File: src/rtl/json_stream_tokenizer_top_macros.svh
// Assertion macros for the JSON tokenizer
`ifndef JSON_STREAM_TOKENIZER_TOP_MACROS_SVH
`define JSON_STREAM_TOKENIZER_TOP_MACROS_SVH
`ifndef SYNTHESIS
`define JST_ASSERT_IMPL(label, clk, rstn, ante, cons) \
  label: assert property (@(posedge clk) disable iff (!rstn) (ante) |-> (cons)) \
    else $error("assertion failed: label");
`define JST_ASSERT_NEXT(label, clk, rstn, ante, cons) \
  label: assert property (@(posedge clk) disable iff (!rstn) (ante) |=> (cons)) \
    else $error("assertion failed: label");
`else
`define JST_ASSERT_IMPL(label, clk, rstn, ante, cons)
`define JST_ASSERT_NEXT(label, clk, rstn, ante, cons)
`endif
`endif

File: src/rtl/jst_pkg.sv
// ----------------------------------------------------------------------------
// jst_pkg
// Shared token codes, status codes and queue entry type for the tokenizer.
// ----------------------------------------------------------------------------
package jst_pkg;
  localparam logic [3:0] TK_BYTE    = 4'd0;
  localparam logic [3:0] TK_STR_B   = 4'd1;
  localparam logic [3:0] TK_STR_E   = 4'd2;
  localparam logic [3:0] TK_ARR_B   = 4'd3;
  localparam logic [3:0] TK_ARR_E   = 4'd4;
  localparam logic [3:0] TK_OBJ_B   = 4'd5;
  localparam logic [3:0] TK_OBJ_E   = 4'd6;
  localparam logic [3:0] TK_COMMA   = 4'd7;
  localparam logic [3:0] TK_COLON   = 4'd8;
  localparam logic [3:0] TK_FALSE   = 4'd9;
  localparam logic [3:0] TK_NULL    = 4'd10;
  localparam logic [3:0] TK_TRUE    = 4'd11;
  localparam logic [3:0] TK_EXP     = 4'd12;
  localparam logic [3:0] TK_FINISH  = 4'd13;

  localparam logic [2:0] ST_OK       = 3'd0;
  localparam logic [2:0] ST_SYNTAX   = 3'd1;
  localparam logic [2:0] ST_ENCODING = 3'd2;
  localparam logic [2:0] ST_EARLY    = 3'd3;
  localparam logic [2:0] ST_OVERFLOW = 3'd4;

  // one classified item: up to four tokens
  typedef struct packed {
    logic [2:0]      cnt;      // 1..4
    logic [3:0][3:0] kind;
    logic [3:0][7:0] byte_v;
    logic [2:0]      status;   // applies to finish tokens
  } tok_grp_t;
endpackage

File: src/rtl/json_stream_tokenizer_top.sv
// ----------------------------------------------------------------------------
// json_stream_tokenizer_top
// Streaming JSON validator and tokenizer, one code point per item.
// ----------------------------------------------------------------------------
// channel | direction | handshake          | payload
// input   | in        | in_valid/in_stall  | code_point, at_end, bad_encoding
// output  | out       | out_valid/out_stall| token_kind, byte_value, status, last
//
// An item passes the grammar stage; its 0..4 tokens leave the two-entry queue
// at one per cycle unless the output stalls, so with no stall the rate is one item
// per cycle when each makes at most one token and otherwise set by the output serializer.
// Reset clears phase, level and queue; the stack holds no reset.
// Input stalls only while the queue is full.
module json_stream_tokenizer_top #(
  parameter int NEST_DEPTH = 64
) (
  input  logic        clk_i,
  input  logic        rst_ni,
  input  logic        in_valid_i,
  output logic        in_stall_o,
  input  logic [20:0] code_point_i,
  input  logic        at_end_i,
  input  logic        bad_encoding_i,
  output logic        out_valid_o,
  input  logic        out_stall_i,
  output logic [3:0]  token_kind_o,
  output logic [7:0]  byte_value_o,
  output logic [2:0]  status_o,
  output logic        last_o
);
  logic              grp_valid, grp_full;
  jst_pkg::tok_grp_t grp;

  jst_front #(.NEST_DEPTH(NEST_DEPTH)) u_front (
    .clk_i, .rst_ni, .in_valid_i, .in_stall_o, .code_point_i, .at_end_i,
    .bad_encoding_i, .grp_valid_o(grp_valid), .grp_full_i(grp_full), .grp_o(grp)
  );

  jst_back u_back (
    .clk_i, .rst_ni, .grp_valid_i(grp_valid), .grp_full_o(grp_full), .grp_i(grp),
    .out_valid_o, .out_stall_i, .token_kind_o, .byte_value_o, .status_o, .last_o
  );
endmodule

File: src/rtl/jst_front.sv
// ----------------------------------------------------------------------------
// jst_front
// Grammar state machine: accepts one code point per cycle unless the queue is full, emits a token group.
// ----------------------------------------------------------------------------
`include "json_stream_tokenizer_top_macros.svh"
module jst_front #(
  parameter int NEST_DEPTH = 64,
  parameter int LW = $clog2(NEST_DEPTH + 1),
  parameter int AW = (NEST_DEPTH > 1) ? $clog2(NEST_DEPTH) : 1
) (
  input  logic              clk_i,
  input  logic              rst_ni,
  input  logic              in_valid_i,
  output logic              in_stall_o,
  input  logic [20:0]       code_point_i,
  input  logic              at_end_i,
  input  logic              bad_encoding_i,
  output logic              grp_valid_o,
  input  logic              grp_full_i,
  output jst_pkg::tok_grp_t grp_o
);
  localparam logic [4:0] PH_VALUE = 5'd0, PH_ARR_FIRST = 5'd1, PH_OBJ_FIRST = 5'd2,
    PH_OBJ_KEY = 5'd3, PH_COLON = 5'd4, PH_AFTER = 5'd5, PH_STR = 5'd6,
    PH_STR_ESC = 5'd7, PH_STR_HEX = 5'd8, PH_KEY = 5'd9, PH_KEY_ESC = 5'd10,
    PH_KEY_HEX = 5'd11, PH_FALSE = 5'd12, PH_NULL = 5'd13, PH_TRUE = 5'd14,
    PH_MINUS = 5'd15, PH_ZERO = 5'd16, PH_INT = 5'd17, PH_DOT = 5'd18,
    PH_FRAC = 5'd19, PH_EXP = 5'd20, PH_EXP_SIGN = 5'd21, PH_EXP_DIG = 5'd22;

  logic [4:0]  phase_q, phase_d;
  logic [LW-1:0] lvl_q, lvl_d;
  logic [2:0]  sub_q, sub_d;
  logic        fin_q, fin_d;
  logic        top_q, top_d;    // kind of innermost open container (1 = object)
  logic        below_q;         // kind of the container under the innermost one
  logic        kinds_q [NEST_DEPTH];
  logic [LW-1:0] rd_lvl;
  logic        push, pop, push_kind;
  logic        acc;
  jst_pkg::tok_grp_t g;
  logic [20:0] c;

  assign acc        = in_valid_i && !in_stall_o;
  assign in_stall_o = grp_full_i;
  assign c          = code_point_i;
  assign rd_lvl     = acc ? lvl_d : lvl_q;

  function automatic logic is_ws(input logic [20:0] v);
    return v == 21'h20 || v == 21'h09 || v == 21'h0A || v == 21'h0D;
  endfunction
  function automatic logic is_dig(input logic [20:0] v);
    return v >= 21'h30 && v <= 21'h39;
  endfunction
  function automatic logic is_hex(input logic [20:0] v);
    return is_dig(v) || (v >= 21'h61 && v <= 21'h66) || (v >= 21'h41 && v <= 21'h46);
  endfunction
  function automatic logic [7:0] lit_char(input logic [1:0] w, input logic [1:0] i);
    logic [7:0] r;
    r = 8'h00;
    case ({w, i})
      4'b0000: r = 8'h61; 4'b0001: r = 8'h6C; 4'b0010: r = 8'h73; 4'b0011: r = 8'h65;
      4'b0100: r = 8'h75; 4'b0101: r = 8'h6C; 4'b0110: r = 8'h6C;
      4'b1000: r = 8'h72; 4'b1001: r = 8'h75; 4'b1010: r = 8'h65;
      default: r = 8'h00;
    endcase
    return r;
  endfunction

  // grammar step
  always_comb begin
    logic       emit;
    logic       cls;
    logic       aft;
    logic       opn;
    logic       opn_obj;
    logic [1:0] w;
    logic [2:0] ni;
    logic       str_key;
    phase_d = phase_q; lvl_d = lvl_q; sub_d = sub_q; fin_d = fin_q; top_d = top_q;
    push = 1'b0; pop = 1'b0; push_kind = 1'b0;
    g = '0; emit = 1'b0; cls = 1'b0; aft = 1'b0; opn = 1'b0; opn_obj = 1'b0;
    w = 2'd0; ni = 3'd0; str_key = 1'b0;
    g.cnt = 3'd1;
    if (bad_encoding_i || (!at_end_i && c >= 21'h110000)) begin
      g.kind[0] = jst_pkg::TK_FINISH; g.status = jst_pkg::ST_ENCODING; emit = 1'b1;
      fin_d = 1'b1;
    end else if (at_end_i) begin
      g.kind[0] = jst_pkg::TK_FINISH; emit = 1'b1; fin_d = 1'b1;
      g.status = ((phase_q == PH_AFTER || phase_q == PH_ZERO || phase_q == PH_INT ||
                   phase_q == PH_FRAC || phase_q == PH_EXP_DIG) && lvl_q == '0)
                 ? jst_pkg::ST_OK : jst_pkg::ST_EARLY;
    end else begin
      case (phase_q)
        PH_VALUE, PH_ARR_FIRST: begin
          if (phase_q == PH_ARR_FIRST && c == 21'h5D) cls = 1'b1;
          else if (is_ws(c)) begin end
          else if (c >= 21'h31 && c <= 21'h39) begin
            phase_d = PH_INT; emit = 1'b1; g.byte_v[0] = c[7:0];
          end else begin
            case (c)
              21'h30: begin phase_d = PH_ZERO; emit = 1'b1; g.byte_v[0] = c[7:0]; end
              21'h2D: begin phase_d = PH_MINUS; emit = 1'b1; g.byte_v[0] = c[7:0]; end
              21'h66: begin phase_d = PH_FALSE; sub_d = '0; emit = 1'b1;
                g.kind[0] = jst_pkg::TK_FALSE; end
              21'h6E: begin phase_d = PH_NULL; sub_d = '0; emit = 1'b1;
                g.kind[0] = jst_pkg::TK_NULL; end
              21'h74: begin phase_d = PH_TRUE; sub_d = '0; emit = 1'b1;
                g.kind[0] = jst_pkg::TK_TRUE; end
              21'h22: begin phase_d = PH_STR; emit = 1'b1; g.kind[0] = jst_pkg::TK_STR_B; end
              21'h5B: opn = 1'b1;
              21'h7B: begin opn = 1'b1; opn_obj = 1'b1; end
              default: begin emit = 1'b1; fin_d = 1'b1; g.kind[0] = jst_pkg::TK_FINISH;
                g.status = jst_pkg::ST_SYNTAX; end
            endcase
          end
        end
        PH_OBJ_FIRST, PH_OBJ_KEY: begin
          if (is_ws(c)) begin end
          else if (c == 21'h22) begin
            phase_d = PH_KEY; emit = 1'b1; g.kind[0] = jst_pkg::TK_STR_B;
          end else if (phase_q == PH_OBJ_FIRST && c == 21'h7D) cls = 1'b1;
          else begin emit = 1'b1; fin_d = 1'b1; g.kind[0] = jst_pkg::TK_FINISH;
            g.status = jst_pkg::ST_SYNTAX; end
        end
        PH_COLON: begin
          if (is_ws(c)) begin end
          else if (c == 21'h3A) begin
            phase_d = PH_VALUE; emit = 1'b1; g.kind[0] = jst_pkg::TK_COLON;
          end else begin emit = 1'b1; fin_d = 1'b1; g.kind[0] = jst_pkg::TK_FINISH;
            g.status = jst_pkg::ST_SYNTAX; end
        end
        PH_STR, PH_KEY: begin
          str_key = (phase_q == PH_KEY);
          if (c == 21'h22) begin
            phase_d = str_key ? PH_COLON : PH_AFTER; emit = 1'b1;
            g.kind[0] = jst_pkg::TK_STR_E;
          end else if (c == 21'h5C) phase_d = phase_q + 5'd1;
          else if (c < 21'h20) begin emit = 1'b1; fin_d = 1'b1;
            g.kind[0] = jst_pkg::TK_FINISH; g.status = jst_pkg::ST_SYNTAX; end
          else begin
            emit = 1'b1;
            if (c < 21'h80) g.byte_v[0] = c[7:0];
            else if (c < 21'h800) begin
              g.cnt = 3'd2; g.byte_v[0] = {3'b110, c[10:6]}; g.byte_v[1] = {2'b10, c[5:0]};
            end else if (c < 21'h10000) begin
              g.cnt = 3'd3; g.byte_v[0] = {4'b1110, c[15:12]};
              g.byte_v[1] = {2'b10, c[11:6]}; g.byte_v[2] = {2'b10, c[5:0]};
            end else begin
              g.cnt = 3'd4; g.byte_v[0] = {5'b11110, c[20:18]};
              g.byte_v[1] = {2'b10, c[17:12]}; g.byte_v[2] = {2'b10, c[11:6]};
              g.byte_v[3] = {2'b10, c[5:0]};
            end
          end
        end
        PH_STR_ESC, PH_KEY_ESC: begin
          emit = 1'b1; phase_d = phase_q - 5'd1;
          case (c)
            21'h22, 21'h5C, 21'h2F: g.byte_v[0] = c[7:0];
            21'h62: g.byte_v[0] = 8'h08;
            21'h66: g.byte_v[0] = 8'h0C;
            21'h6E: g.byte_v[0] = 8'h0A;
            21'h72: g.byte_v[0] = 8'h0D;
            21'h74: g.byte_v[0] = 8'h09;
            21'h75: begin emit = 1'b0; phase_d = phase_q + 5'd1; sub_d = '0; end
            default: begin phase_d = phase_q; fin_d = 1'b1;
              g.kind[0] = jst_pkg::TK_FINISH; g.status = jst_pkg::ST_SYNTAX; end
          endcase
        end
        PH_STR_HEX, PH_KEY_HEX: begin
          if (!is_hex(c)) begin emit = 1'b1; fin_d = 1'b1;
            g.kind[0] = jst_pkg::TK_FINISH; g.status = jst_pkg::ST_SYNTAX; end
          else if (sub_q >= 3'd3) begin sub_d = '0; phase_d = phase_q - 5'd2; end
          else sub_d = sub_q + 3'd1;
        end
        PH_FALSE, PH_NULL, PH_TRUE: begin
          w  = 2'(phase_q - PH_FALSE);
          ni = {1'b0, sub_q[1:0]} + 3'd1;
          if (c != {13'd0, lit_char(w, sub_q[1:0])}) begin emit = 1'b1; fin_d = 1'b1;
            g.kind[0] = jst_pkg::TK_FINISH; g.status = jst_pkg::ST_SYNTAX; end
          else if (ni >= ((w == 2'd0) ? 3'd4 : 3'd3)) begin sub_d = '0; phase_d = PH_AFTER; end
          else sub_d = ni;
        end
        PH_MINUS, PH_DOT, PH_EXP_SIGN: begin
          if (is_dig(c)) begin
            emit = 1'b1; g.byte_v[0] = c[7:0];
            phase_d = (phase_q == PH_DOT) ? PH_FRAC : (phase_q == PH_EXP_SIGN) ? PH_EXP_DIG
                    : (c == 21'h30) ? PH_ZERO : PH_INT;
          end else begin emit = 1'b1; fin_d = 1'b1; g.kind[0] = jst_pkg::TK_FINISH;
            g.status = jst_pkg::ST_SYNTAX; end
        end
        PH_EXP: begin
          if (c == 21'h2B) phase_d = PH_EXP_SIGN;
          else if (c == 21'h2D || is_dig(c)) begin
            phase_d = (c == 21'h2D) ? PH_EXP_SIGN : PH_EXP_DIG; emit = 1'b1;
            g.byte_v[0] = c[7:0];
          end else begin emit = 1'b1; fin_d = 1'b1; g.kind[0] = jst_pkg::TK_FINISH;
            g.status = jst_pkg::ST_SYNTAX; end
        end
        PH_INT, PH_ZERO, PH_FRAC, PH_EXP_DIG: begin
          if (is_dig(c) && phase_q != PH_ZERO) begin emit = 1'b1; g.byte_v[0] = c[7:0]; end
          else if (c == 21'h2E && (phase_q == PH_INT || phase_q == PH_ZERO)) begin
            phase_d = PH_DOT; emit = 1'b1; g.byte_v[0] = c[7:0];
          end else if ((c == 21'h65 || c == 21'h45) && phase_q != PH_EXP_DIG) begin
            phase_d = PH_EXP; emit = 1'b1; g.kind[0] = jst_pkg::TK_EXP;
          end else aft = 1'b1;
        end
        default: aft = 1'b1;
      endcase
      // after a value: comma, close or trailing text
      if (aft) begin
        phase_d = PH_AFTER;
        if (is_ws(c)) begin end
        else if (lvl_q == '0) begin emit = 1'b1; fin_d = 1'b1;
          g.kind[0] = jst_pkg::TK_FINISH; g.status = jst_pkg::ST_SYNTAX; end
        else if (c == 21'h2C) begin
          phase_d = top_q ? PH_OBJ_KEY : PH_VALUE; emit = 1'b1;
          g.kind[0] = jst_pkg::TK_COMMA;
        end else if (c == (top_q ? 21'h7D : 21'h5D)) cls = 1'b1;
        else begin emit = 1'b1; fin_d = 1'b1; g.kind[0] = jst_pkg::TK_FINISH;
          g.status = jst_pkg::ST_SYNTAX; end
      end
      if (cls) begin
        pop = 1'b1; lvl_d = lvl_q - LW'(1); phase_d = PH_AFTER; emit = 1'b1;
        g.kind[0] = top_q ? jst_pkg::TK_OBJ_E : jst_pkg::TK_ARR_E;
        top_d = (lvl_q > LW'(1)) ? below_q : 1'b0;
      end
      if (opn) begin
        emit = 1'b1;
        if (lvl_q >= LW'(NEST_DEPTH)) begin fin_d = 1'b1;
          g.kind[0] = jst_pkg::TK_FINISH; g.status = jst_pkg::ST_OVERFLOW; end
        else begin
          push = 1'b1; push_kind = opn_obj; lvl_d = lvl_q + LW'(1); top_d = opn_obj;
          phase_d = opn_obj ? PH_OBJ_FIRST : PH_ARR_FIRST;
          g.kind[0] = opn_obj ? jst_pkg::TK_OBJ_B : jst_pkg::TK_ARR_B;
        end
      end
    end
    if (fin_q) begin
      emit = 1'b0; fin_d = fin_q; phase_d = phase_q; lvl_d = lvl_q; sub_d = sub_q;
      top_d = top_q; push = 1'b0; pop = 1'b0;
    end
    grp_valid_o = in_valid_i && emit;
  end
  assign grp_o = g;

  // state registers
  always_ff @(posedge clk_i or negedge rst_ni) begin
    if (!rst_ni) begin
      phase_q <= PH_VALUE; lvl_q <= '0; sub_q <= '0; fin_q <= 1'b0; top_q <= 1'b0;
    end else if (acc) begin
      phase_q <= phase_d; lvl_q <= lvl_d; sub_q <= sub_d; fin_q <= fin_d; top_q <= top_d;
    end
  end

  // nesting stack, one bit per level; the entry under the next top is read
  // into a register so a pop finds it ready
  always_ff @(posedge clk_i) begin
    if (acc && push) kinds_q[AW'(lvl_q)] <= push_kind;
    below_q <= kinds_q[AW'(rd_lvl - LW'(2))];
  end

  `JST_ASSERT_NEXT(a_fin_sticky, clk_i, rst_ni, fin_q, fin_q)
  `JST_ASSERT_IMPL(a_lvl_range, clk_i, rst_ni, 1'b1, lvl_q <= LW'(NEST_DEPTH))
  `JST_ASSERT_IMPL(a_no_out_after_fin, clk_i, rst_ni, fin_q, !grp_valid_o)
  `JST_ASSERT_IMPL(a_push_pop, clk_i, rst_ni, acc, !(push && pop))
endmodule

File: src/rtl/jst_back.sv
// ----------------------------------------------------------------------------
// jst_back
// Two-entry group queue and serializer: hands out one token per cycle while the output does not stall.
// ----------------------------------------------------------------------------
`include "json_stream_tokenizer_top_macros.svh"
module jst_back (
  input  logic              clk_i,
  input  logic              rst_ni,
  input  logic              grp_valid_i,
  output logic              grp_full_o,
  input  jst_pkg::tok_grp_t grp_i,
  output logic              out_valid_o,
  input  logic              out_stall_i,
  output logic [3:0]        token_kind_o,
  output logic [7:0]        byte_value_o,
  output logic [2:0]        status_o,
  output logic              last_o
);
  jst_pkg::tok_grp_t mem_q [2];
  logic [1:0] cnt_q;
  logic       rd_q, wr_q;
  logic [1:0] idx_q;
  logic       pop, push;
  jst_pkg::tok_grp_t h;
  logic       fin;

  assign h           = mem_q[rd_q];
  assign out_valid_o = cnt_q != 2'd0;
  assign grp_full_o  = cnt_q == 2'd2;
  assign push        = grp_valid_i && !grp_full_o;
  assign fin         = h.kind[idx_q] == jst_pkg::TK_FINISH;
  assign token_kind_o = h.kind[idx_q];
  assign byte_value_o = (h.kind[idx_q] == jst_pkg::TK_BYTE) ? h.byte_v[idx_q] : 8'd0;
  assign status_o     = fin ? h.status : jst_pkg::ST_OK;
  assign last_o       = ({1'b0, idx_q} + 3'd1) == h.cnt;
  assign pop          = out_valid_o && !out_stall_i && last_o;

  // queue storage
  always_ff @(posedge clk_i) begin
    if (push) mem_q[wr_q] <= grp_i;
  end

  // pointers and token index
  always_ff @(posedge clk_i or negedge rst_ni) begin
    if (!rst_ni) begin
      cnt_q <= '0; rd_q <= 1'b0; wr_q <= 1'b0; idx_q <= '0;
    end else begin
      if (push) wr_q <= ~wr_q;
      if (pop) begin rd_q <= ~rd_q; idx_q <= '0; end
      else if (out_valid_o && !out_stall_i) idx_q <= idx_q + 2'd1;
      cnt_q <= cnt_q + {1'b0, push} - {1'b0, pop};
    end
  end

  `JST_ASSERT_IMPL(a_cnt_max, clk_i, rst_ni, 1'b1, cnt_q <= 2'd2)
  `JST_ASSERT_IMPL(a_idx_bound, clk_i, rst_ni, out_valid_o, ({1'b0, idx_q}) < h.cnt)
  `JST_ASSERT_NEXT(a_hold, clk_i, rst_ni, out_valid_o && out_stall_i,
    out_valid_o && $stable(token_kind_o))
endmodule
File: config.mk
export PLATFORM = sky130hd
export DESIGN_NAME = json_stream_tokenizer_top
export DESIGN_NICKNAME = d
export VERILOG_FILES = /design/src/rtl/jst_pkg.sv /design/src/rtl/json_stream_tokenizer_top.sv /design/src/rtl/jst_front.sv /design/src/rtl/jst_back.sv
export VERILOG_INCLUDE_DIRS = /design/src /design/src/rtl
export SDC_FILE = /design/constraint.sdc
export NUM_CORES = 1
export LEC_CHECK = 0
export BUFFER_PORTS_ARGS = -buffer_cell sky130_fd_sc_hd__buf_4
export CORE_ASPECT_RATIO = 0.5
export CORE_UTILIZATION = 35
export CTS_BUF_LIST = sky130_fd_sc_hd__clkbuf_4
export CTS_CLUSTER_DIAMETER = 120
export CTS_CLUSTER_SIZE = 20
export DETAILED_ROUTE_END_ITERATION = 10
export GPL_ROUTABILITY_DRIVEN = 0
export GPL_TIMING_DRIVEN = 0
export PLACE_DENSITY = 0.48
export SLEW_MARGIN = 20
export SYNTH_ARGS = -nofsm -noshare
export SYNTH_HDL_FRONTEND = slang
export SYNTH_HIERARCHICAL = 1
export SYNTH_SLANG_ARGS = --single-unit
File: constraint.sdc
create_clock -name clk_i -period 18.1 [get_ports clk_i]
set_clock_uncertainty 0.05 [all_clocks]
set_input_delay 1.81 -clock clk_i [delete_from_list [all_inputs] [get_ports clk_i]]
set_output_delay 1.81 -clock clk_i [all_outputs]
set_load 0.03 [all_outputs]
[Yosys cells after proc, flatten, opt, wreduce, memory -nomap -nowiden]
Memories as Yosys holds them, arrays and structs flattened. A register that Yosys moved wholly into a read port is not among the register bits.
Index checks and enable logic that the tools add are counted.
Storage, ports and cells
  bits in registers: 23
  bits in latches: 0
  RAM bits: 148
  bits in read-only memories: 112
  input bits: 27
  word-level logic and storage cells: 447
  memories: 3
Operators by class
  add/subtract/negate cells: 13
  multipliers: 0
  divide/modulo/power cells: 0
  magnitude comparators: 17
  equal/unequal tests: 61
  shifts and indexed selects: 0
  muxes and demuxes: 280
  bitwise gates (word level): 5
  reduce and logical (&&, ||, !) cells: 59
Memories
  (name not given): depth 16, width 7, rd ports 1, clocked after memory_dff 0, wr ports 0, RTL line jst_front.sv:59  | case ({w, i})
  u_back.mem_q: depth 2, width 42, rd ports 1, clocked after memory_dff 0, wr ports 1, RTL line jst_back.sv:19  | jst_pkg::tok_grp_t mem_q [2];
  u_front.kinds_q: depth 64, width 1, rd ports 1, clocked after memory_dff 1, wr ports 1, RTL line jst_front.sv:35  | logic kinds_q [NEST_DEPTH];
Operators with widths (count)
  21-bit by 7-bit == test with 1-bit output (second input constant): 13
  24-bit 2-to-1 mux: 10
  39-bit 2-to-1 mux: 5
  21-bit by 6-bit == test with 1-bit output (second input constant): 9
  16-bit 2-to-1 mux: 9
  5-bit 2-to-1 mux: 28
  4-bit 2-to-1 mux: 29
  1-bit 2-to-1 mux: 113
  3-bit 2-to-1 mux: 35
  8-bit 2-to-1 mux: 13
  32-bit 2-to-1 mux: 3
  8-bit case mux with 6 select lines: 2
  21-bit by 4-bit == test with 1-bit output (second input constant): 3
  5-bit case mux with 10 select lines: 1
  7-bit 2-to-1 mux: 7
  21-bit by 6-bit >= comparator with 1-bit output (second input constant): 2
  21-bit by 7-bit >= comparator with 1-bit output (second input constant): 2
  21-bit by 7-bit <= comparator with 1-bit output (second input constant): 2
  5-bit by 4-bit == test with 1-bit output (second input constant): 8
  4-bit case mux with 10 select lines: 1
  5-bit == test (second input constant): 7
  35-bit 2-to-1 mux: 1
  11-bit 2-to-1 mux: 3
  5-bit case mux with 6 select lines: 1
  64 further kinds: 128

[Depth between registers and ports, before layout]
Gate-level depths: netlist of run 1.
  depth after elaboration: 36
  depth in mapped cells: 21
  mapped depth without buffers: 19

[By module]
The synthesis of run 1 kept the hierarchy.
By module, submodules not included
  jst_front: instances 1, cells each 893, area an instance 7213.2 sq um
  jst_back: instances 1, cells each 208, area an instance 4450.5 sq um

[Least setup slack after synthesis of run 1]
OpenSTA, ideal clock, no wires.
  path type: input -> register
  from: input port code_point_i[16]
  to: memory u_front.kinds_q[0], data pin
  arrival time: 6053 ps
  data required time: 17369 ps
  setup slack: 11316 ps
  cell stages on the path: 7
  buffers on the path: 2
  path through: nor4_1 -> nand4_1 -> or3_1 -> buf_2 -> or3_1 -> clkbuf_1 -> nor3_1
On the way
  word-level cells in the longest chain between the ends: 13
  elaborated cells between the ends (all ways): 36
  classes of those cells: order compare (3); eq/ne (7); mux (18); reduce/logical (8)
RTL lines
  start, declared: RTL line json_stream_tokenizer_top.sv:21  | input logic [20:0] code_point_i,
  parallel branches: the longest is 12 deep, another holds 21-bit by 6-bit >= comparator with 1-bit output
  1-bit 2-to-1 mux (*): RTL line jst_front.sv:83  | if (bad_encoding_i || (!at_end_i && c >= 21'h110000)) begin
  via u_front.push_kind: RTL line jst_front.sv:37  | logic push, pop, push_kind;
  end, declared: RTL line jst_front.sv:35
Mark *: on every way through the listed nets, which the timed path passes. The select of a mux whose other input is x is not followed.

[Worst setup path in the final report of run 1]
  from: register u_front.phase_q[0]
  to: memory u_back/mem_q[0][16] (netlist name), enable pin
On the way
  word-level cells in the longest chain between the ends: 22
  elaborated cells between the ends (all ways): 90
  classes of those cells: add/sub (1); eq/ne (24); mux (46); reduce/logical (18); memory (1)
RTL lines
  start, declared: RTL line jst_front.sv:29  | logic [4:0] phase_q, phase_d;
  start signal, assigned: RTL line jst_front.sv:250  | phase_q <= phase_d; lvl_q <= lvl_d; sub_q <= sub_d; fin_q <= fin_d; top_q <= top_d;
  2-bit by 1-bit subtractor with 2-bit output or 5-bit by 2-bit == test with 1-bit output (tied branches): RTL line jst_front.sv:175, jst_front.sv:92, jst_front.sv:120
  memory 16 x 7 bit or 1-bit logical AND (tied branches)
  8-bit 2-to-1 mux or 1-bit 2-to-1 mux (tied branches): RTL line jst_front.sv:92, jst_front.sv:120
  8-bit 2-to-1 mux or 1-bit 2-to-1 mux (tied branches): RTL line jst_front.sv:86, jst_front.sv:118
  8-bit 2-to-1 mux or 1-bit 2-to-1 mux (tied branches): RTL line jst_front.sv:83, jst_front.sv:117
  21-bit by 8-bit != test with 1-bit output or 1-bit case mux with 2 select lines (tied branches): RTL line jst_front.sv:177, jst_front.sv:92
  1-bit 2-to-1 mux, on equally long branches: RTL line jst_front.sv:177, jst_front.sv:217
  1-bit case mux with 10 select lines or 1-bit 2-to-1 mux (tied branches): RTL line jst_front.sv:92, jst_front.sv:214
  [7 not listed]
  1-bit 2-to-1 mux (*): RTL line jst_front.sv:86  | end else if (at_end_i) begin
  1-bit 2-to-1 mux (*): RTL line jst_front.sv:83
  1-bit 2-to-1 mux (*): RTL line jst_front.sv:237  | if (fin_q) begin
  1-bit logical AND (*): RTL line jst_front.sv:241  | grp_valid_o = in_valid_i && emit;
  via grp_valid: RTL line json_stream_tokenizer_top.sv:31  | logic grp_valid, grp_full;
  1-bit logical AND (*): RTL line jst_back.sv:30  | assign push = grp_valid_i && !grp_full_o;
  1-bit 2-to-1 mux (*): RTL line jst_back.sv:40  | if (push) mem_q[wr_q] <= grp_i;
  1-bit 2-to-1 mux (not written as such) (*): RTL line jst_back.sv:40
  end, declared: RTL line jst_back.sv:19
The timed path passes the listed nets; every way through them passes the cells marked *. The select of a mux whose other input is x is not followed.

==> metrics, run 1 <==
outcome=completed; clock tree from TritonCTS=done; Crit Path Class=flip-flop to flip-flop; final hold violation count=0; global routing usage on met3=0.0463; startpoint of the worst-slack reg-to-reg timing path=u_front/phase_q[0]$_DFFE_PN0P_; proportion of power drawn by the clock network=0.223; Lkg Pwr=~4.4 nW; end point of the critical path=u_back/mem_q[0][16]$_DFFE_PP_; fraction of the mapped netlist area in compound gates=0.117; global-route wire length before repair=between 50 and 60 mm; Clock Tree Root=clkbuf_4; xor/xnor share of the synthesized area=0.0197; final clock period utilization by the worst path=0.342; fin cells=about 1.6k; number of optimization iterations in the first detailed-route pass=7; Setup Fix Bufs, Post-CTS=0; total die area=0.0341 sq mm; fraction of post-synthesis cell area in the top cell type by area=0.443; Max IR drop VDD=about 0.036 mV; flop and latch count out of synthesis=196; worst-case register-to-register setup slack=around 12 ns; HPWL after detailed placement=25.0 mm; switching power summed over all nets=between 0.3 and 0.4 mW; antenna violations before repair=1; post-detailed-route DRC marker count=0; utilization after layout=0.403; Power Total=about 1.1 mW; number of sinks handled by clock tree synthesis=about 200; achievable frequency=162 MHz; largest family of logic cells by synthesized area=simple AND/OR/NAND/NOR gates; top-level port count=45; synthesized cell area=~0.012 sq mm; most numerous cell types in the synthesized netlist=172 x edfxtp_1, 162 x nor2_1, 96 x nand2_1; signed area change from the synthesized netlist to the final layout=11.5%; predominant post-synthesis flop cell=edfxtp_1; cell total after placement=1597; cell-internal power=0.698 mW; Post-CTS Hold Fix Bufs=0; total overflow reported by the global router=0; power density over the cells=between 80 and 90 mW/mm^2; setup repair after global routing missed its margin=false; final-stage net count=1235; Routed wire per std cell=roughly 21 um; largest cells by area after synthesis=edfxtp_1 44%, mux2i_1 5.3%, nor2_1 5.2%, dfrtp_1 4.9%, mux4_2 4.4%; number of different library cells in the post-synthesis netlist=88; highest net fanout along the worst path=24; area of the core=about 0.032 sq mm; post-cts repair resize count=0; total negative setup slack=0 ns; Total GRT Usage=0.206; Top Usage Layer GRT=met2; CTS buffer count=17; layout cells sized above 1=0.145; required time of the critical path=18.41 ns; dominant cell type by area after synthesis=edfxtp_1; final wirelength=34.1 mm; Mapped Cells=between 1k and 1.5k; vias in the first global route=8876; final number of max-transition violations=0; mux contribution to synthesized area=0.113; most frequent cell after synthesis=edfxtp_1; count of antenna-violating nets left after detailed routing=0; number of flops mapped to enable cells by yosys=between 150 and 200; sequential cell area fraction in the yosys report=0.494; initial standard-cell utilization of the core=0.362; critical path launch point type=flip-flop; reg2reg path depth=18; number of port buffers=43; vias per std cell=5.62; Setup crit end kind=flip-flop; Worst Tran Pin Value=~0.94 ns; terminus of the critical flop-to-flop path=u_back/mem_q[0][16]$_DFFE_PP_; later-pin clock latency in the skew report=around 0.64 ns; fraction of registers with async set or reset after synthesis=0.117; maximum root-to-sink buffer count=2; violation count after the first detailed-route iteration=a little over 800; launch point of the worst path=u_front/phase_q[0]$_DFFE_PN0P_; share of synthesized cell area in and, or, nand and nor gates=0.185; number of maximum-capacitance violations=0; DIE HEIGHT=131 um; power share of the sequential group=0.469; GRT met2 Usage=0.340; Yosys warning total=6; class of the tightest hold or removal check=flip-flop to flip-flop; remaining max-slew budget at the tightest pin=0.366; share of synthesized cell area in full adder, half adder and majority cells=0.0257; Avg Inst Size Synth=10.6 sq um; net switching share of the total power=0.350; Core Rows=46; data arrival time of the critical path=6.49 ns; met1 track demand over resource=0.272; htree depth=4; Gate power share=0.309; final setup vio count=0; floorplan die width=roughly 260 um; Clk pin slew, worst setup/hold paths=roughly 0.17 ns; maximum number of pins on one net before global-route repair=47; total number of vias=9161; Period minus WS final=6.19 ns
final cells by class:
class,count,area [sq um]
Antenna cell,1,2.50
Buffer,77,414
Clock buffer,17,128
Clock inverter,15,161
Fill cell,3199,19200
Inverter,31,121
Multi-Input combinational cell,811,5450
Sequential cell,196,5760
Tap cell,432,541
Timing Repair Buffer,50,432
per-layer routing:
| metal | vias to the layer above | part of all wire |
|---|---|---|
| met4 | 0 | 0.024 |
| met2 | 281 | 0.47 |
| met3 | 70 | 0.056 |
| met1 | 4562 | 0.45 |
| li1 | 4248 | - |
| met5 | - | 0 |
stage by stage:
stage	hold slack, ns	worst slack, ns	instance area, sq um
finish	0.472	11.91	13000
global route	0.490	11.47	13000
CTS	0.475	11.89	13000
detailed placement	0.438	11.50	12700
global placement	0.427	8.58	12600
floorplan	0.409	11.32	11700
cell families (layout without fill, tap and decap cells):
family	after synthesis	count (layout)
simple gates	444	444
compound gates	207	207
flops	196	196
buf+inv	108	190
mux	98	98
fa+ha+maj	24	24
xor+xnor	23	23
other cells	1	16
worst min-delay path by stage:
stage                                   start  cells after the start  slack, ns                         to
floorplan           u_back/cnt_q[1]$_DFF_PN0_                      1       0.41  u_back/cnt_q[1]$_DFF_PN0_
global placement      u_back/wr_q$_DFFE_PN0N_                      1       0.43    u_back/wr_q$_DFFE_PN0N_
detailed placement  u_front/fin_q$_DFFE_PN0P_                      1       0.44  u_front/fin_q$_DFFE_PN0P_
CTS                 u_front/fin_q$_DFFE_PN0P_                      1       0.48  u_front/fin_q$_DFFE_PN0P_
global route        u_front/fin_q$_DFFE_PN0P_                      1       0.49  u_front/fin_q$_DFFE_PN0P_
finish              u_front/fin_q$_DFFE_PN0P_                      1       0.47  u_front/fin_q$_DFFE_PN0P_
placed cells by master, fill, tap and decap left out, drive strengths merged, types with 25 or more instances in the layout:
| cell | n |
|---|---|
| edfxtp | 172 |
| o21ai | 50 |
| mux2i | 62 |
| buf | 88 |
| nor3 | 30 |
| clkbuf | 56 |
| nor2 | 162 |
| mux4 | 25 |
| inv | 36 |
| a21oi | 54 |
| nand3 | 29 |
| nand2 | 97 |
sequential cells by signal (all words and copies together) (netlist names):
name and flops:
u_front/lvl_q 7, u_back/idx_q 2, u_front/phase_q 5, u_front/fin_q 1
u_front/top_q 1, u_front/kinds_q 64, u_back/mem_q 108, u_front/below_q 1
u_back/rd_q 1, u_back/cnt_q 2, u_front/sub_q 3, u_back/wr_q 1
power by group through the flow:
stage                     registers [mW]  logic [mW]  clock network (mW)
after CTS                          0.504       0.336               0.248
after detailed placement           0.513       0.336                   0
after global placement             0.512       0.335                   0
after floorplan                    0.510       0.235                   0
after global routing               0.505       0.360               0.266
final                              0.504       0.332               0.239
critical path: stages (launching register included):
cell	delay [ns]
dfrtp_1	0.55
clkbuf_1	0.42
inv_1	0.17
ha_1	0.25
clkbuf_1	0.26
or2_2	0.43
nand2_1	0.33
o2111ai_1	0.29
or3_1	0.52
and2_1	0.26
nor2_1	0.29
nand2_1	0.12
nand2_1	0.13
nor4_1	0.07
nor3b_1	0.60
nand2_1	0.28
nor2_4	0.44
buf_16	0.23
buf_12	0.20
(Power assumes the default switching activity.)
==> run 2: changes to the inputs <==
clock period = 5.8 ns   (was 18.1 ns; I/O delays follow)
==> run 2 against run 1 <==
Compared with the run above: clock power grew to 3.2 times the previous value; sequential power grew to 3.1 times the previous value; via count shrank 1.1%; combinational power grew to 3.1 times the previous value; die area is the same; routed wire length shrank 0.46%; cell count grew 0.18%; worst setup slack lost 12 ns; first-iteration DRC count grew 5.9%; critical path depth grew 2.
==> metrics, run 2 (synthesized netlist as in run 1, its figures left out) <==
Max IR drop VDD=0.143 mV (was 0.0356 mV); count of antenna-violating nets left after detailed routing=0 (unchanged); floorplan die width=260 um (unchanged); most used cells in the layout excluding fill and tap cells=172 x edfxtp_1, 161 x nor2_1, 95 x nand2_1 (was 172 x edfxtp_1, 161 x nor2_1, 96 x nand2_1); initial standard-cell utilization of the core=0.362 (unchanged); Worst Tran Pin Value=1.06 ns (was 0.943 ns); post-placement worst setup slack=-0.500 ns (was 11.50 ns); final clock period utilization by the worst path=0.933 (was 0.342); Clk pin slew, worst setup/hold paths=0.18 ns (was 0.17 ns); post-detailed-route DRC marker count=0 (unchanged); outcome=completed (unchanged); delay contributed by the slowest stage of the critical path=0.54 ns (was 0.60 ns); most common library cell in the layout ignoring fill and taps=edfxtp_1 (unchanged); startpoint of the worst-slack reg-to-reg timing path=u_front/phase_q[0]$_DFFE_PN0P_ (unchanged); Critical Path Slowest Stage Cell=xor3_2 (was nor3b_1); number of flip-flops in the largest register=108 (unchanged); terminus of the critical flop-to-flop path=u_front/below_q$_DFF_P_ (was u_back/mem_q[0][16]$_DFFE_PP_); top-level port count=45 (unchanged); class of the tightest hold or removal check=primary input to flip-flop (was flip-flop to flip-flop); Top delay family on crit path=compound AO/OA/AOI/OAI gates (was simple AND/OR/NAND/NOR gates); top register by number of flip-flops=u_back/mem_q (unchanged); required time of the critical path=6.29 ns (was 18.41 ns); number of sinks handled by clock tree synthesis=196 (unchanged); vias in the first global route=8932 (was 8876); htree depth=4 (unchanged); DIE HEIGHT=131 um (unchanged); biggest registers after layout=u_back/mem_q: 108 flops, u_front/kinds_q: 64 flops, u_front/lvl_q: 7 flops (unchanged); remaining max-slew budget at the tightest pin=0.287 (was 0.366); final-stage net count=1238 (was 1235); reg2reg path depth=20 (was 18); Setup crit end kind=flip-flop (unchanged); vias per std cell=5.55 (was 5.62); number of maximum-capacitance violations=0 (unchanged); later-pin clock latency in the skew report=0.66 ns (was 0.64 ns); total die area=0.0341 sq mm (unchanged); start point of the worst hold path=in_valid_i (was u_front/fin_q$_DFFE_PN0P_); HPWL after detailed placement=25.0 mm (about the same); final setup vio count=0 (unchanged); maximum number of pins on one net before global-route repair=43 (was 47); global-route wire length before repair=52.6 mm (was 52.5 mm); Core Rows=46 (unchanged); number of port buffers=43 (unchanged); worst-case register-to-register setup slack=0.39 ns (was 11.91 ns); Power Total=3.38 mW (was 1.07 mW); endpoint with the worst hold slack=u_front/fin_q$_DFFE_PN0P_ (unchanged); Clock Tree Root=clkbuf_4 (unchanged); cell depth of the worst min-delay path=2 (was 1); final hold violation count=0 (unchanged); fin cells=1633 (was 1630); cell breakdown of the critical path=clkbuf_4 > inv_1 > ha_1 > clkbuf_1 > or2_2 > nand2_2 > o2111ai_2 > or3_1 > a21o_1 > nand2_1 > nand2_1 > a21oi_1 > xnor2_1 > ha_1 > xor3_2 > mux2i_1 > a211oi_1 > o21ai_0 > a221oi_2 > mux2i_1 (was clkbuf_1 > inv_1 > ha_1 > clkbuf_1 > or2_2 > nand2_1 > o2111ai_1 > or3_1 > and2_1 > nor2_1 > nand2_1 > nand2_1 > nor4_1 > nor3b_1 > nand2_1 > nor2_4 > buf_16 > buf_12); power density over the cells=259 mW/mm^2 (was 82.6 mW/mm^2); Total GRT Usage=0.207 (was 0.206); worst setup slack after layout=0.387 ns (was 11.91 ns); critical path launch point type=flip-flop (unchanged); Crit Path Class=flip-flop to flip-flop (unchanged); CTS buffer count=17 (unchanged); Period minus WS final=5.41 ns (was 6.19 ns); signed area change from the synthesized netlist to the final layout=12.0% (was 11.5%); highest net fanout along the worst path=10 (was 24); violation count after the first detailed-route iteration=856 (was 808); Lkg Pwr=4.43 nW (was 4.40 nW); layout cells sized above 1=0.153 (was 0.145); total overflow reported by the global router=0 (unchanged); clock tree from TritonCTS=done (unchanged); final wirelength=33.9 mm (was 34.1 mm); worst path buffer plus inverter count=3 (was 5); total number of vias=9063 (was 9161); final number of max-transition violations=0 (unchanged); Routed wire per std cell=20.8 um (was 20.9 um); setup repair after global routing missed its margin=false (unchanged); area of the core=0.0322 sq mm (unchanged); data arrival time of the critical path=5.90 ns (was 6.49 ns); achievable frequency=185 MHz (was 162 MHz); antenna violations before repair=1 (unchanged); maximum root-to-sink buffer count=2 (unchanged); number of optimization iterations in the first detailed-route pass=5 (was 7); cell total after placement=1598 (was 1597)
run 2: changes by cell type in the layout (fill, tap and decap cells not counted), sizes merged:
cell,before,now
buf,88,89
clkbuf,56,58
clkinvlp,0,1
dlygate4sd3,0,1
inv,36,39
clkinv,10,5
run 2: area by class of cell:
cell class,count,area [sq um]
Buffer,77,419
Antenna cell,1,2.50
Tap cell,432,541
Fill cell,3242,19200
Multi-Input combinational cell,811,5460
Inverter,31,121
Sequential cell,196,5760
Timing Repair Buffer,53,444
Clock inverter,14,169
Clock buffer,18,135
run 2: stage by stage:
stage	TNS [ns]	utilization	hold slack (ns)	area (sq um)
2_1_floorplan	0	-	0.234	11700
3_3_place_gp	-348.06	0.390	0.429	12600
3_5_place_dp	-15.89	0.394	0.431	12700
4_1_cts	0	0.405	0.0783	13000
5_1_grt	0	0.405	0.0761	13100
6_report	0	0.405	0.137	13100
run 2: timing repair:
item | in CTS | in global routing
cloned | 0 | 0
buffers inserted | 1 | 0
gates resized for setup | 3 | 7
pin swaps | 1 | 0
hold buffers | 1 | 0
setup endpoints to repair | 92 | 69
hold endpoints to repair | 23 | 0
run 2: worst register-to-register path, delay by kind of cell (launching register included):
family	cells	cell delay, ns
AO/OA/AOI/OAI	6	1.32
AND/OR/NAND/NOR	5	1.30
XOR/XNOR	2	0.75
buffers and inverters	3	0.64
flip-flops	1	0.50
adder cells (fa/ha/maj)	2	0.47
multiplexers	2	0.29
run 2: report_power, final:
part           internal (mW)  total, mW  leakage, nW  switching (mW)
Clock                  0.212      0.772        0.160           0.560
Sequential              1.54       1.57         1.79          0.0252
Combinational          0.440       1.04         2.48           0.601
run 2: worst max-delay path by stage:
| stage | slack [ns] | cells after the start | from | endpoint |
|---|---|---|---|---|
| after global routing | 0.03 | 20 | u_front/phase_q[0]$_DFFE_PN0P_ | u_front/below_q$_DFF_P_ |
| after floorplan | 0.25 | 7 | code_point_i[16] | u_front/kinds_q[0]$_DFFE_PP_ |
| after CTS | 0.12 | 20 | u_front/phase_q[0]$_DFFE_PN0P_ | u_front/below_q$_DFF_P_ |
| after global placement | -2.51 | 10 | u_front/phase_q[0]$_DFFE_PN0P_ | u_front/kinds_q[18]$_DFFE_PP_ |
| final | 0.39 | 20 | u_front/phase_q[0]$_DFFE_PN0P_ | u_front/below_q$_DFF_P_ |
| after detailed placement | -0.50 | 18 | u_front/phase_q[0]$_DFFE_PN0P_ | u_back/mem_q[0][9]$_DFFE_PP_ |
run 2: routing by layer:
metal	GRT usage	wire, um	share of wire
met5	0	0	0
met1	0.281	15400	0.46
met4	0.0681	872	0.026
met2	0.334	15600	0.46
met3	0.0413	1960	0.058
==> run 3: changes to the inputs <==
ABC_CLOCK_PERIOD_IN_PS = 5800   (was not set)
CORE_UTILIZATION = 55   (was 35)
PLACE_DENSITY = 0.7   (was 0.48)
==> run 3 against run 2 <==
Compared with the run above: core utilization up 22 points; critical path depth unchanged; flip-flop and latch count unchanged; sequential share of layout area up 0.78 points; non-clock buffer count down 2; first-iteration DRC count up 58%; combinational power about the same; clock power down 0.9%; critical endpoint unchanged; largest cell class unchanged.
==> metrics, run 3 (synthesized netlist as in run 1, its figures left out) <==
outcome=completed (unchanged); violation count after the first detailed-route iteration=1354 (was 856); data arrival time of the critical path=5.98 ns (was 5.90 ns); vias per std cell=6.47 (was 5.55); setup repair after global routing missed its margin=false (unchanged); layout cells sized above 1=0.149 (was 0.153); total overflow reported by the global router=0 (unchanged); area of the core=0.0206 sq mm (was 0.0322 sq mm); Clk pin slew, worst setup/hold paths=0.16 ns (was 0.18 ns); clock tree from TritonCTS=done (unchanged); Critical Path Slowest Stage Cell=xor3_1 (was xor3_2); final wirelength=31.1 mm (was 33.9 mm); Met3 Wirelength=3.17 mm (was 1.96 mm); switching power summed over all nets=1.11 mW (was 1.19 mW); fin area=0.0128 sq mm (was 0.0131 sq mm); initial standard-cell utilization of the core=0.565 (was 0.362); Setup crit end kind=flip-flop (unchanged); required time of the critical path=6.29 ns (about the same); biggest registers after layout=u_back/mem_q: 108 flops, u_front/kinds_q: 64 flops, u_front/lvl_q: 7 flops (unchanged); top register by number of flip-flops=u_back/mem_q (unchanged); antenna violations before repair=1 (unchanged); later-pin clock latency in the skew report=0.65 ns (was 0.66 ns); Gate power share=0.306 (was 0.308); highest net fanout along the worst path=10 (unchanged); worst hold-check slack=0.134 ns (was 0.137 ns); power share of the sequential group=0.467 (was 0.464); delay contributed by the slowest stage of the critical path=0.55 ns (was 0.54 ns); Crit Path Class=flip-flop to flip-flop (unchanged); HPWL after detailed placement=22.5 mm (was 25.0 mm); most used cells in the layout excluding fill and tap cells=172 x edfxtp_1, 161 x nor2_1, 95 x nand2_1 (unchanged); post-detailed-route DRC marker count=0 (unchanged); htree depth=4 (unchanged); signed area change from the synthesized netlist to the final layout=10.0% (was 12.0%); cell-internal power=2.25 mW (was 2.20 mW); proportion of power drawn by the clock network=0.227 (was 0.228); remaining max-slew budget at the tightest pin=0.290 (was 0.287); Lkg Pwr=4.39 nW (was 4.43 nW); number of optimization iterations in the first detailed-route pass=7 (was 5); most common library cell in the layout ignoring fill and taps=edfxtp_1 (unchanged); final number of max-transition violations=0 (unchanged); final-stage net count=1236 (was 1238); cell breakdown of the critical path=clkbuf_4 > inv_1 > ha_1 > clkbuf_1 > or2_2 > nand2_2 > o2111ai_1 > or3_1 > a21o_1 > nand2_1 > nand2_1 > a21oi_1 > xnor2_1 > ha_1 > xor3_1 > mux2i_1 > a211oi_1 > o21ai_0 > a221oi_2 > mux2i_1 (was clkbuf_4 > inv_1 > ha_1 > clkbuf_1 > or2_2 > nand2_2 > o2111ai_2 > or3_1 > a21o_1 > nand2_1 > nand2_1 > a21oi_1 > xnor2_1 > ha_1 > xor3_2 > mux2i_1 > a211oi_1 > o21ai_0 > a221oi_2 > mux2i_1); Total GRT Usage=0.295 (was 0.207); area after detailed placement=0.0125 sq mm (was 0.0127 sq mm); number of maximum-capacitance violations=0 (unchanged); power density over the cells=262 mW/mm^2 (was 259 mW/mm^2); count of antenna-violating nets left after detailed routing=0 (unchanged); vias in the first global route=9098 (was 8932); maximum number of pins on one net before global-route repair=38 (was 43); number of port buffers=43 (unchanged); Routed wire per std cell=21.1 um (was 20.8 um); total die area=0.0218 sq mm (was 0.0341 sq mm); total number of vias=9520 (was 9063); final setup vio count=0 (unchanged); top-level port count=45 (unchanged); net switching share of the total power=0.331 (was 0.351); final hold violation count=0 (unchanged); maximum root-to-sink buffer count=2 (unchanged); Max IR drop VDD=0.227 mV (was 0.143 mV); final clock period utilization by the worst path=0.947 (was 0.933); critical path launch point type=flip-flop (unchanged); Core Rows=37 (was 46); DIE HEIGHT=105 um (was 131 um); achievable frequency=182 MHz (was 185 MHz); Worst Tran Pin Value=1.06 ns (about the same); floorplan die width=208 um (was 260 um); wire length on met1=13.4 mm (was 15.4 mm); Period minus WS final=5.49 ns (was 5.41 ns); uppermost metal layer occupied by signal nets=met4 (unchanged); class of the tightest hold or removal check=primary input to flip-flop (unchanged); wire length on met2=13.5 mm (was 15.6 mm); global-route wire length before repair=49.4 mm (was 52.6 mm); CTS buffer count=17 (unchanged); number of sinks handled by clock tree synthesis=196 (unchanged); number of flip-flops in the largest register=108 (unchanged); Clock Tree Root=clkbuf_4 (unchanged)
-- run 3: critical path: cells and delay by family (launching register included) --
| kind | cells | cell delay [ns] |
|---|---|---|
| simple gates | 5 | 1.30 |
| buf+inv | 3 | 0.63 |
| compound gates | 6 | 1.33 |
| flops | 1 | 0.49 |
| fa+ha+maj | 2 | 0.49 |
| xor+xnor | 2 | 0.79 |
| mux | 2 | 0.29 |
-- run 3: power by group through the flow --
stage,sequential (mW),clock [mW],combinational (mW)
2_1_floorplan,1.59,0,0.733
3_3_place_gp,1.60,0,0.997
3_5_place_dp,1.60,0,1.02
4_1_cts,1.57,0.784,1.02
5_1_grt,1.57,0.834,1.11
6_report,1.57,0.765,1.03
-- run 3: stage by stage --
step	cells	power, mW	util	setup TNS, ns	setup slack (ns)
2_1_floorplan	1115	2.33	-	0	0.246
3_3_place_gp	1431	2.59	0.600	-231.76	-1.95
3_5_place_dp	1438	2.62	0.606	0	0.0168
4_1_cts	1471	3.38	0.621	0	0.142
5_1_grt	1472	3.52	0.621	0	0.0161
6_report	1472	3.36	0.621	0	0.310
-- run 3: final timing paths --
kind,from,end,slack [ns],depth (start not counted)
max in group asynchronous,rst_ni,u_back/idx_q[1]$_DFFE_PN0P_,5.11,2
min in group asynchronous,rst_ni,u_back/rd_q$_DFFE_PN0P_,0.30,2
hold reg to reg,u_back/cnt_q[1]$_DFF_PN0_,u_back/cnt_q[1]$_DFF_PN0_,0.45,1
setup reg to reg,u_front/phase_q[0]$_DFFE_PN0P_,u_front/below_q$_DFF_P_,0.31,20
setup / recovery,u_front/phase_q[0]$_DFFE_PN0P_,u_front/below_q$_DFF_P_,0.31,20
hold / removal,in_valid_i,u_front/fin_q$_DFFE_PN0P_,0.13,2
-- run 3: cell type report --
cell class,instances,area [sq um]
diodes,1,2.50
plain buffers,77,417
clock buffers,17,128
clock inverters,15,171
fillers,1695,7820
inverters,31,121
multi-input cells,811,5450
flip-flops and latches,196,5760
well taps,273,342
repair buffers,51,438
-- run 3: timing repair --
action | in CTS | in global routing
endpoints found under the setup margin | 1 | 39
endpoints found under the hold margin | 23 | 0
setup buffers | 0 | 0
hold buffers | 1 | 0
resized for setup | 1 | 5
-- run 3: layer usage --
layer	vias up	global-route usage
li1	4260	-
met1	4556	0.412
met2	585	0.446
met3	119	0.0718
met4	0	0.112
met5	-	0
